--- config.mk ---
export PLATFORM = sky130hd
export DESIGN_NAME = modbus_request_framer_crc16
export DESIGN_NICKNAME = d
export VERILOG_FILES = /design/src/rtl/mrf_pkg.sv /design/src/rtl/mrf_crc_stage.sv /design/src/rtl/mrf_serializer.sv /design/src/rtl/modbus_request_framer_crc16.sv
export SDC_FILE = /design/constraint.sdc
export NUM_CORES = 1
export LEC_CHECK = 0
export BUFFER_PORTS_ARGS = -buffer_cell sky130_fd_sc_hd__buf_2
export CAP_MARGIN = 10
export CELL_PAD_IN_SITES_DETAIL_PLACEMENT = 0
export CELL_PAD_IN_SITES_GLOBAL_PLACEMENT = 2
export CORE_MARGIN = 2
export CORE_UTILIZATION = 52
export DETAILED_ROUTE_END_ITERATION = 6
export GPL_ROUTABILITY_DRIVEN = 0
export PLACE_DENSITY_LB_ADDON = 0.1
export SYNTH_ARGS = -nofsm -noshare
export SYNTH_HDL_FRONTEND = slang
export SYNTH_SLANG_ARGS = --single-unit
--- constraint.sdc ---
create_clock -name clk_i -period 10.6 [get_ports clk_i]
set_input_delay 3.18 -clock clk_i [delete_from_list [all_inputs] [get_ports clk_i]]
set_output_delay 3.18 -clock clk_i [all_outputs]
set_load 0.01 [all_outputs]
--- src/rtl/mrf_pkg.sv ---
`default_nettype none
package mrf_pkg;

  localparam int unsigned FrameLen = 8;
  localparam int unsigned BodyLen  = 6;
  localparam int unsigned ByteW    = 8;
  localparam int unsigned CntW     = $clog2(FrameLen);

  localparam logic [15:0] CrcInit = 16'hFFFF;
  localparam logic [15:0] CrcPoly = 16'hA001;

  typedef struct packed {
    logic [15:0] register_value;
    logic [15:0] register_address;
    logic [7:0]  function_code;
    logic [7:0]  slave_address;
  } req_t;

  // body bytes in frame order
  function automatic logic [7:0] body_byte(req_t req, int unsigned idx);
    logic [7:0] b;
    case (idx)
      0:       b = req.slave_address;
      1:       b = req.function_code;
      2:       b = req.register_address[15:8];
      3:       b = req.register_address[7:0];
      4:       b = req.register_value[15:8];
      default: b = req.register_value[7:0];
    endcase
    return b;
  endfunction

  // one byte through the reflected crc, bit by bit
  function automatic logic [15:0] crc16_byte(logic [15:0] crc_in, logic [7:0] data);
    logic [15:0] c;
    c = crc_in ^ {8'h00, data};
    for (int i = 0; i < 8; i++) begin
      if (c[0]) begin
        c = (c >> 1) ^ CrcPoly;
      end else begin
        c = c >> 1;
      end
    end
    return c;
  endfunction

endpackage
`default_nettype wire

--- src/rtl/mrf_crc_stage.sv ---
`default_nettype none
module mrf_crc_stage #(
  parameter int unsigned ByteIdx = 0
) (
  input  wire logic          clk_i,
  input  wire logic          rst_ni,
  input  wire logic          valid_i,
  output logic               ready_o,
  input  wire mrf_pkg::req_t req_i,
  input  wire logic [15:0]   crc_i,
  output logic               valid_o,
  input  wire logic          ready_i,
  output mrf_pkg::req_t      req_o,
  output logic [15:0]        crc_o
);

  logic          valid_q;
  mrf_pkg::req_t req_q;
  logic [15:0]   crc_q;
  logic [15:0]   crc_d;

  assign ready_o = !valid_q || ready_i;
  assign crc_d   = mrf_pkg::crc16_byte(crc_i, mrf_pkg::body_byte(req_i, ByteIdx));

  always_ff @(posedge clk_i or negedge rst_ni) begin
    if (!rst_ni) begin
      valid_q <= 1'b0;
    end else if (ready_o) begin
      valid_q <= valid_i;
    end
  end

  always_ff @(posedge clk_i) begin
    if (ready_o && valid_i) begin
      req_q <= req_i;
      crc_q <= crc_d;
    end
  end

  assign valid_o = valid_q;
  assign req_o   = req_q;
  assign crc_o   = crc_q;

endmodule
`default_nettype wire

--- src/rtl/mrf_serializer.sv ---
`default_nettype none
module mrf_serializer (
  input  wire logic          clk_i,
  input  wire logic          rst_ni,
  input  wire logic          crc_low_first_i,
  input  wire logic          valid_i,
  output logic               ready_o,
  input  wire mrf_pkg::req_t req_i,
  input  wire logic [15:0]   crc_i,
  output logic               valid_o,
  input  wire logic          ready_i,
  output logic [7:0]         byte_o,
  output logic               last_o
);

  localparam int unsigned FrameW = mrf_pkg::FrameLen * mrf_pkg::ByteW;
  localparam logic [mrf_pkg::CntW-1:0] LastCnt = mrf_pkg::CntW'(mrf_pkg::FrameLen - 1);

  logic                      valid_q;
  logic [mrf_pkg::CntW-1:0]  cnt_q;
  logic [FrameW-1:0]         frame_q;
  logic [FrameW-1:0]         frame_d;
  logic [15:0]               crc_tx;
  logic                      last;
  logic                      load;

  assign last    = (cnt_q == LastCnt);
  // next frame loads in the cycle its predecessor's last word leaves
  assign ready_o = !valid_q || (ready_i && last);
  assign load    = valid_i && ready_o;

  // crc bytes as they go on the wire, first byte in the low half
  assign crc_tx  = crc_low_first_i ? crc_i : {crc_i[7:0], crc_i[15:8]};
  assign frame_d = {crc_tx,
                    req_i.register_value[7:0], req_i.register_value[15:8],
                    req_i.register_address[7:0], req_i.register_address[15:8],
                    req_i.function_code, req_i.slave_address};

  always_ff @(posedge clk_i or negedge rst_ni) begin
    if (!rst_ni) begin
      valid_q <= 1'b0;
      cnt_q   <= '0;
    end else if (load) begin
      valid_q <= 1'b1;
      cnt_q   <= '0;
    end else if (valid_q && ready_i) begin
      if (last) begin
        valid_q <= 1'b0;
        cnt_q   <= '0;
      end else begin
        cnt_q <= cnt_q + 1'b1;
      end
    end
  end

  always_ff @(posedge clk_i) begin
    if (load) begin
      frame_q <= frame_d;
    end else if (valid_q && ready_i) begin
      frame_q <= frame_q >> mrf_pkg::ByteW;
    end
  end

  assign valid_o = valid_q;
  assign byte_o  = frame_q[mrf_pkg::ByteW-1:0];
  assign last_o  = last;

endmodule
`default_nettype wire

--- src/rtl/modbus_request_framer_crc16.sv ---
// channel   dir  signals                              content
// s_axis    in   s_axis_tvalid/tready/tdata[47:0]     one request word
// m_axis    out  m_axis_tvalid/tready/tdata[7:0]/tlast one frame byte, tlast on byte 8
// cfg       in   cfg_valid_i/cfg_ready_o/cfg_data_i    crc byte order (1 = low first)
//
// six crc stages, one frame byte each, then an 8-byte shift register to the output.
// at the output port the serializer sends one byte per cycle while m_axis_tready is high
// and loads the next frame on the cycle the current last byte is taken.
// first byte reaches m_axis after the request passes the six crc stage registers.
// reset clears the valid bits and sets crc order to high byte first.
// a stall on m_axis holds each stage in place; stages with a hole still advance.
`default_nettype none
module modbus_request_framer_crc16 (
  input  wire logic        clk_i,
  input  wire logic        rst_ni,
  input  wire logic        cfg_valid_i,
  output logic             cfg_ready_o,
  input  wire logic        cfg_data_i,
  input  wire logic        s_axis_tvalid,
  output logic             s_axis_tready,
  // slave_address[7:0], function_code[15:8], register_address[31:16],
  // register_value[47:32]
  input  wire logic [47:0] s_axis_tdata,
  output logic             m_axis_tvalid,
  input  wire logic        m_axis_tready,
  // frame_byte[7:0]
  output logic [7:0]       m_axis_tdata,
  output logic             m_axis_tlast
);

  localparam int unsigned NStg = mrf_pkg::BodyLen;

  logic          crc_low_first_q;
  logic          valid   [NStg+1];
  logic          ready   [NStg+1];
  mrf_pkg::req_t req     [NStg+1];
  logic [15:0]   crc     [NStg+1];

  assign cfg_ready_o = 1'b1;

  always_ff @(posedge clk_i or negedge rst_ni) begin
    if (!rst_ni) begin
      crc_low_first_q <= 1'b0;
    end else if (cfg_valid_i) begin
      crc_low_first_q <= cfg_data_i;
    end
  end

  assign valid[0]      = s_axis_tvalid;
  assign s_axis_tready = ready[0];
  assign req[0]        = mrf_pkg::req_t'(s_axis_tdata);
  assign crc[0]        = mrf_pkg::CrcInit;

  for (genvar g = 0; g < NStg; g++) begin : g_stage
    mrf_crc_stage #(
      .ByteIdx(g)
    ) u_stage (
      .clk_i  (clk_i),
      .rst_ni (rst_ni),
      .valid_i(valid[g]),
      .ready_o(ready[g]),
      .req_i  (req[g]),
      .crc_i  (crc[g]),
      .valid_o(valid[g+1]),
      .ready_i(ready[g+1]),
      .req_o  (req[g+1]),
      .crc_o  (crc[g+1])
    );
  end

  mrf_serializer u_ser (
    .clk_i          (clk_i),
    .rst_ni         (rst_ni),
    .crc_low_first_i(crc_low_first_q),
    .valid_i        (valid[NStg]),
    .ready_o        (ready[NStg]),
    .req_i          (req[NStg]),
    .crc_i          (crc[NStg]),
    .valid_o        (m_axis_tvalid),
    .ready_i        (m_axis_tready),
    .byte_o         (m_axis_tdata),
    .last_o         (m_axis_tlast)
  );

endmodule
`default_nettype wire
# Word-level counts from Yosys, hierarchy flattened
# Index checks and enable logic that the tools add are counted.
[word_totals]
ff_bits = 459
inputBits = 54
output_inout_bits = 12
word_cells = 185
[classes]
addsub = 1
eq_ne = 1
muxes = 57
bitwise_logic = 54
reduce_logical = 26
[ops]
columns = ["operator", "count"]
rows = [
  ["16-bit 2-to-1 mux", 43],
  ["2-bit inverter with 3-bit output", 48],
  ["64-bit 2-to-1 mux", 2],
  ["14-bit 2-to-1 mux", 6],
  ["16-bit by 8-bit XOR with 16-bit output", 5],
  ["8-bit inverter with 16-bit output", 1],
  ["1-bit logical AND", 9],
  ["3-bit 2-to-1 mux", 3],
  ["1-bit zero test", 7],
  ["1-bit logical OR", 7],
  ["2-bit nonzero test", 2],
  ["3-bit by 1-bit adder with 3-bit output (second input constant)", 1],
  ["3-bit == test (second input constant)", 1],
  ["1-bit 2-to-1 mux", 3],
  ["2-bit AND reduction", 1],
]

# Logic depth before layout (Yosys ltp)
[logic_depth]
depth_word = 17
depth_mapped = 8
depth_no_buf = 6

# Hierarchy
# Synthesis repeated with hierarchy kept, for this count alone.
[unflattened]
cells_unflattened = 729
area_unflattened_um2 = 16289.4
[modules_own_cells]
columns = ["module", "instances", "cells_each", "area_each_um2", "seq_area_each_um2"]
rows = [
  ["mrf_crc_stage", 6, 89, 2179.6, 1946.9],
  ["mrf_serializer", 1, 191, 3160.5, 2021.9],
  ["modbus_request_framer_crc16", 1, 4, 51.3, 25.0],
]

# Worst setup path before layout
# No wires, ideal clock.
[synth_path]
path_type = "input-to-reg"
from = "input m_axis_tready"
to = "register g_stage[0].u_stage.crc_q[0] (enable)"
setup_time_ns = 0.563
arrival_ns = 7.729
t_required_ns = 10.037
slack_ns = 2.308
path_stages = 4
path_buffers = 0
path_cell_list = "nand2_1 nand4_1 nor2_1 a21boi_0"
[synth_between]
elab_chain_len = 9
[synth_rtl]
columns = ["element", "line", "source"]
rows = [
  ["from (decl)", "modbus_request_framer_crc16.sv:25", "input wire logic m_axis_tready,"],
  ["1-bit logical AND", "mrf_serializer.sv:29", "assign ready_o = !valid_q || (ready_i && last);"],
  ["1-bit logical OR", "mrf_serializer.sv:29", ""],
  ["1-bit logical OR (6 in series)", "mrf_crc_stage.sv:22", "assign ready_o = !valid_q || ready_i;"],
  ["1-bit logical AND", "mrf_crc_stage.sv:34", "if (ready_o && valid_i) begin"],
  ["to (signal assigned)", "mrf_crc_stage.sv:36", "crc_q <= crc_d;"],
  ["to (decl)", "mrf_crc_stage.sv:19", "logic [15:0] crc_q;"],
]
# Every way passes these cells.
# A chain may end at the register's enable or synchronous reset.

# Worst setup path in the final report
[layout_path]
from = "input m_axis_tready"
to = "output s_axis_tready"
[layout_between]
elab_chain_len = 8
[layout_rtl]
columns = ["element", "line", "source"]
rows = [
  ["1-bit logical AND", "mrf_serializer.sv:29", ""],
  ["1-bit logical OR", "mrf_serializer.sv:29", ""],
  ["1-bit logical OR (6 in series)", "mrf_crc_stage.sv:22", ""],
  ["to (decl)", "modbus_request_framer_crc16.sv:20", "output logic s_axis_tready,"],
]
# Every way passes these cells.

==> results.txt <==
Status = finished clean
Worst-path maximum fanout = 5
Crit-path max cell delay = 0.46 ns
Main flop type after synthesis = edfxtp_1
Grt ovf = 0
Critical path buffers and inverters = 2
CP required = 7.42 ns
Sequential fraction of the synthesis area = 85.14%
Combinational group share of total power = 8.6%
Worst rel slew slack = 39.74%
Sink Count = 453
Ranking of synthesized cells by area = edfxtp_1 83%, mux2_2 3.5%, xnor2_1 3.5%, xor2_1 2.0%, dfrtp_1 1.7%
Number of diodes = 0
CP Class = input port to output port
Post-synth EDFFs = 442
Ys async rst share = 2.428%
Antenna violations before repair = 0
Syn Inst Count = 716
Row count = 64
Syn Nets = 772
TritonCTS clock tree = done
Filler cells = 2,198
First-pass GRT wire length = 35.60 mm
Max_cap viols = 0
Core Area = 0.03035 mm2
Adder-cell share of the synthesized area = 0.1573%
Period utilization = 70.56%
Remaining DRCs = 0
Fin. Hold Viols = 0
Setup_tns = 0 ns
Synthesized area per cell = 22.22 um2
Avg WL per Cell = 18.03 um
Part of the power in registers = 55.4%
# port buffers = 64
Count of unique library cells instantiated by Yosys = 34
CP delay by family, top = simple AND/OR/NAND/NOR gates
# resized after CTS = 0
Synth Area in Compound Gates = 0.6762%
Vias/cell = 4.924
Xor and xnor area share after synthesis = 7.580%
1st-pass router iterations = 4
Initial core utilization = 52.43%
Post-place setup slack = 3.128 ns
Total CTS buffers = 45
CP Capture Type = output port
H-tree Lvls = 2
Min Tclk post-route = 7.480 ns
Dpl hpwl = 13.57 mm
Die width = 178.9 um
Fmax = 0.1337 GHz
Worst-Skew Late Latency = 0.54 ns
DIE AREA = 0.03202 mm2
Max Root-Sink Buffers = 3
Yosys reg bits = 453
Least-Margin Pin Slew = 0.9039 ns
CTS Hold Bufs = 0
Nets = 871
Area grow syn2layout = 13.59%
RSZ-0062 raised after global routing = false
Final setup viols = 0
Slowest CP cell = nor2_1
PD cells = 222.2 mW/mm2
Largest family of logic cells by synthesized area = XOR/XNOR gates
CP cell instances = buf_2, nand2_1, nand4_1, nor2_1, nand2_1, buf_2
Peak VDD IR = 0.1299 mV
Synth top area share = 83.41%
Post-synthesis mux area share = 4.608%
1st-iter DRT viols = 424
Clock Power Share = 36.0%
Leak = 6.133 nW
Setup Buffers After CTS = 0
Switching share of power = 21.37%
Yosys warning count = 0
Pins Over Slew Limit = 0
Final WS setup = 3.120 ns
Routed Antenna Nets = 0
IO Count = 66
Post-Synth Simple-Gate Area = 0.9986%
Largest net degree at the start of global routing = 65
Clk root buf = clkbuf_16
Hold WC Path Type = flip-flop to flip-flop
P_int = 0.003159 W
Worst Skew = 0.01086 ns
Routed via count = 6,126
Total global-route track usage = 14.79%
Vias in the first global route = 6,347
CP Data Arrival Time = 4.30 ns
Switching power total = 0.0008582 W
Die H = 178.9 um
Biggest area consumer among synthesized cells = edfxtp_1
Synthesized area = 0.01591 mm2
Layout cell share with drive strength beyond 1 = 22.76%
CP startpoint kind = input port
WL final = 22.44 mm
Clock transition at the registers of the reported paths = 0.06 ns
==> placed cells by master (no fill, tap or decap), drive strengths merged, types with 7 or more instances in the layout <==
cell type  Yosys  routed
xnor3         11      11
nand2         15      15
mux2i         17      17
xor2          38      38
edfxtp       442     442
dfrtp         11      11
clkinv         0      19
buf           14      72
nor2          11      11
o21ai         11      11
mux2          50      50
clkbuf         6      55
inv            4       7
xnor2         64      64
==> layer usage <==
layer  global-route usage, %  vias to the layer above  share of wire [%]
met5                       0                        -                  0
met1                   21.58                     3034                 46
met3                   2.884                       48                4.3
li1                        -                     2931                  -
met4                   4.539                        0                2.4
met2                   22.85                      113                 47
==> power groups by stage <==
stage	logic [W]	registers [W]	clock network (W)
6_report	0.000347	0.00222	0.00145
5_1_grt	0.000389	0.00224	0.00156
4_1_cts	0.000356	0.00223	0.00149
3_5_place_dp	0.000356	0.00226	0
3_3_place_gp	0.000350	0.00226	0
2_1_floorplan	0.000271	0.00225	0
==> cells by family (layout without fill, tap and decap cells) <==
group	Yosys count	after routing
buffers and inverters	24	156
xor gates and xnor gates	115	115
muxes	67	67
adders and majority gates	2	2
other	1	1
DFF	453	453
and+or+nand+nor	36	36
AOI/OAI and AO/OA	18	18
==> final cells by class <==
class	instances	area, um2	area share [%]
timing repair buffer	72	380.4	2.104
clock inverter	25	183.9	1.018
tap	396	495.5	2.741
multi-input combinational	239	2288	12.66
clock buffer	55	1164	6.438
sequential	453	13550	74.96
inverter	4	15.01	0.08307
==> cells in the mapped netlist, drive strengths merged (6+ instances only) <==
cell type  count
mux2          50
mux2i         17
nand2         15
nor2          11
xor2          38
dfrtp         11
edfxtp       442
xnor2         64
o21ai         11
buf           14
clkbuf         6
xnor3         11
==> worst register-to-register path: cells and delay by family, from the launching register on <==
family | cells | cell delay, ns
AO/OA/AOI/OAI | 1 | 0.52
adder cells (fa/ha/maj) | 2 | 0.41
AND/OR/NAND/NOR | 1 | 0.14
multiplexers | 1 | 0.46
buffers and inverters | 1 | 0.63
flip-flops | 1 | 0.41
==> per-stage QoR <==
step / total power (W) / area, um2 / hold WS [ns] / instances / util (%)
global route: 0.004188 / 18070 / 0.4200 / 1244 / 59.56
global placement: 0.002609 / 16730 / 0.4013 / 1164 / 55.12
CTS: 0.004074 / 18070 / 0.4115 / 1244 / 59.56
finish: 0.004017 / 18070 / 0.4134 / 1244 / 59.56
floorplan: 0.002520 / 15910 / 0.4003 / 716 / -
detailed placement: 0.002618 / 16730 / 0.4045 / 1164 / 55.12
==> worst paths after layout <==
path                                              startpoint                      endpoint  slack [ns]  cells past startpoint
max in group asynchronous                             rst_ni                 u_ser.valid_o        7.90                      1
worst max-delay path                           m_axis_tready                 s_axis_tready        3.12                      6
worst max register to register                u_ser.cnt_q[0]             u_ser.frame_q[44]        7.79                      6
worst min-delay path            g_stage[0].u_stage.req_o[27]  g_stage[1].u_stage.req_o[27]        0.41                      0
worst min register to register  g_stage[0].u_stage.req_o[27]  g_stage[1].u_stage.req_o[27]        0.41                      0
min in group asynchronous                             rst_ni    g_stage[4].u_stage.valid_o        2.50                      1
==> state kept, by name, indices dropped and copies added, names as in the netlist <==
register / cells
g_stage.u_stage.crc_o: 90
g_stage.u_stage.valid_o: 6
u_ser.valid_o: 1
g_stage.u_stage.req_o: 288
u_ser.frame_q: 64
u_ser.cnt_q: 3
crc_low_first_q: 1
No activity file was read; power rests on OpenSTA's default activity.
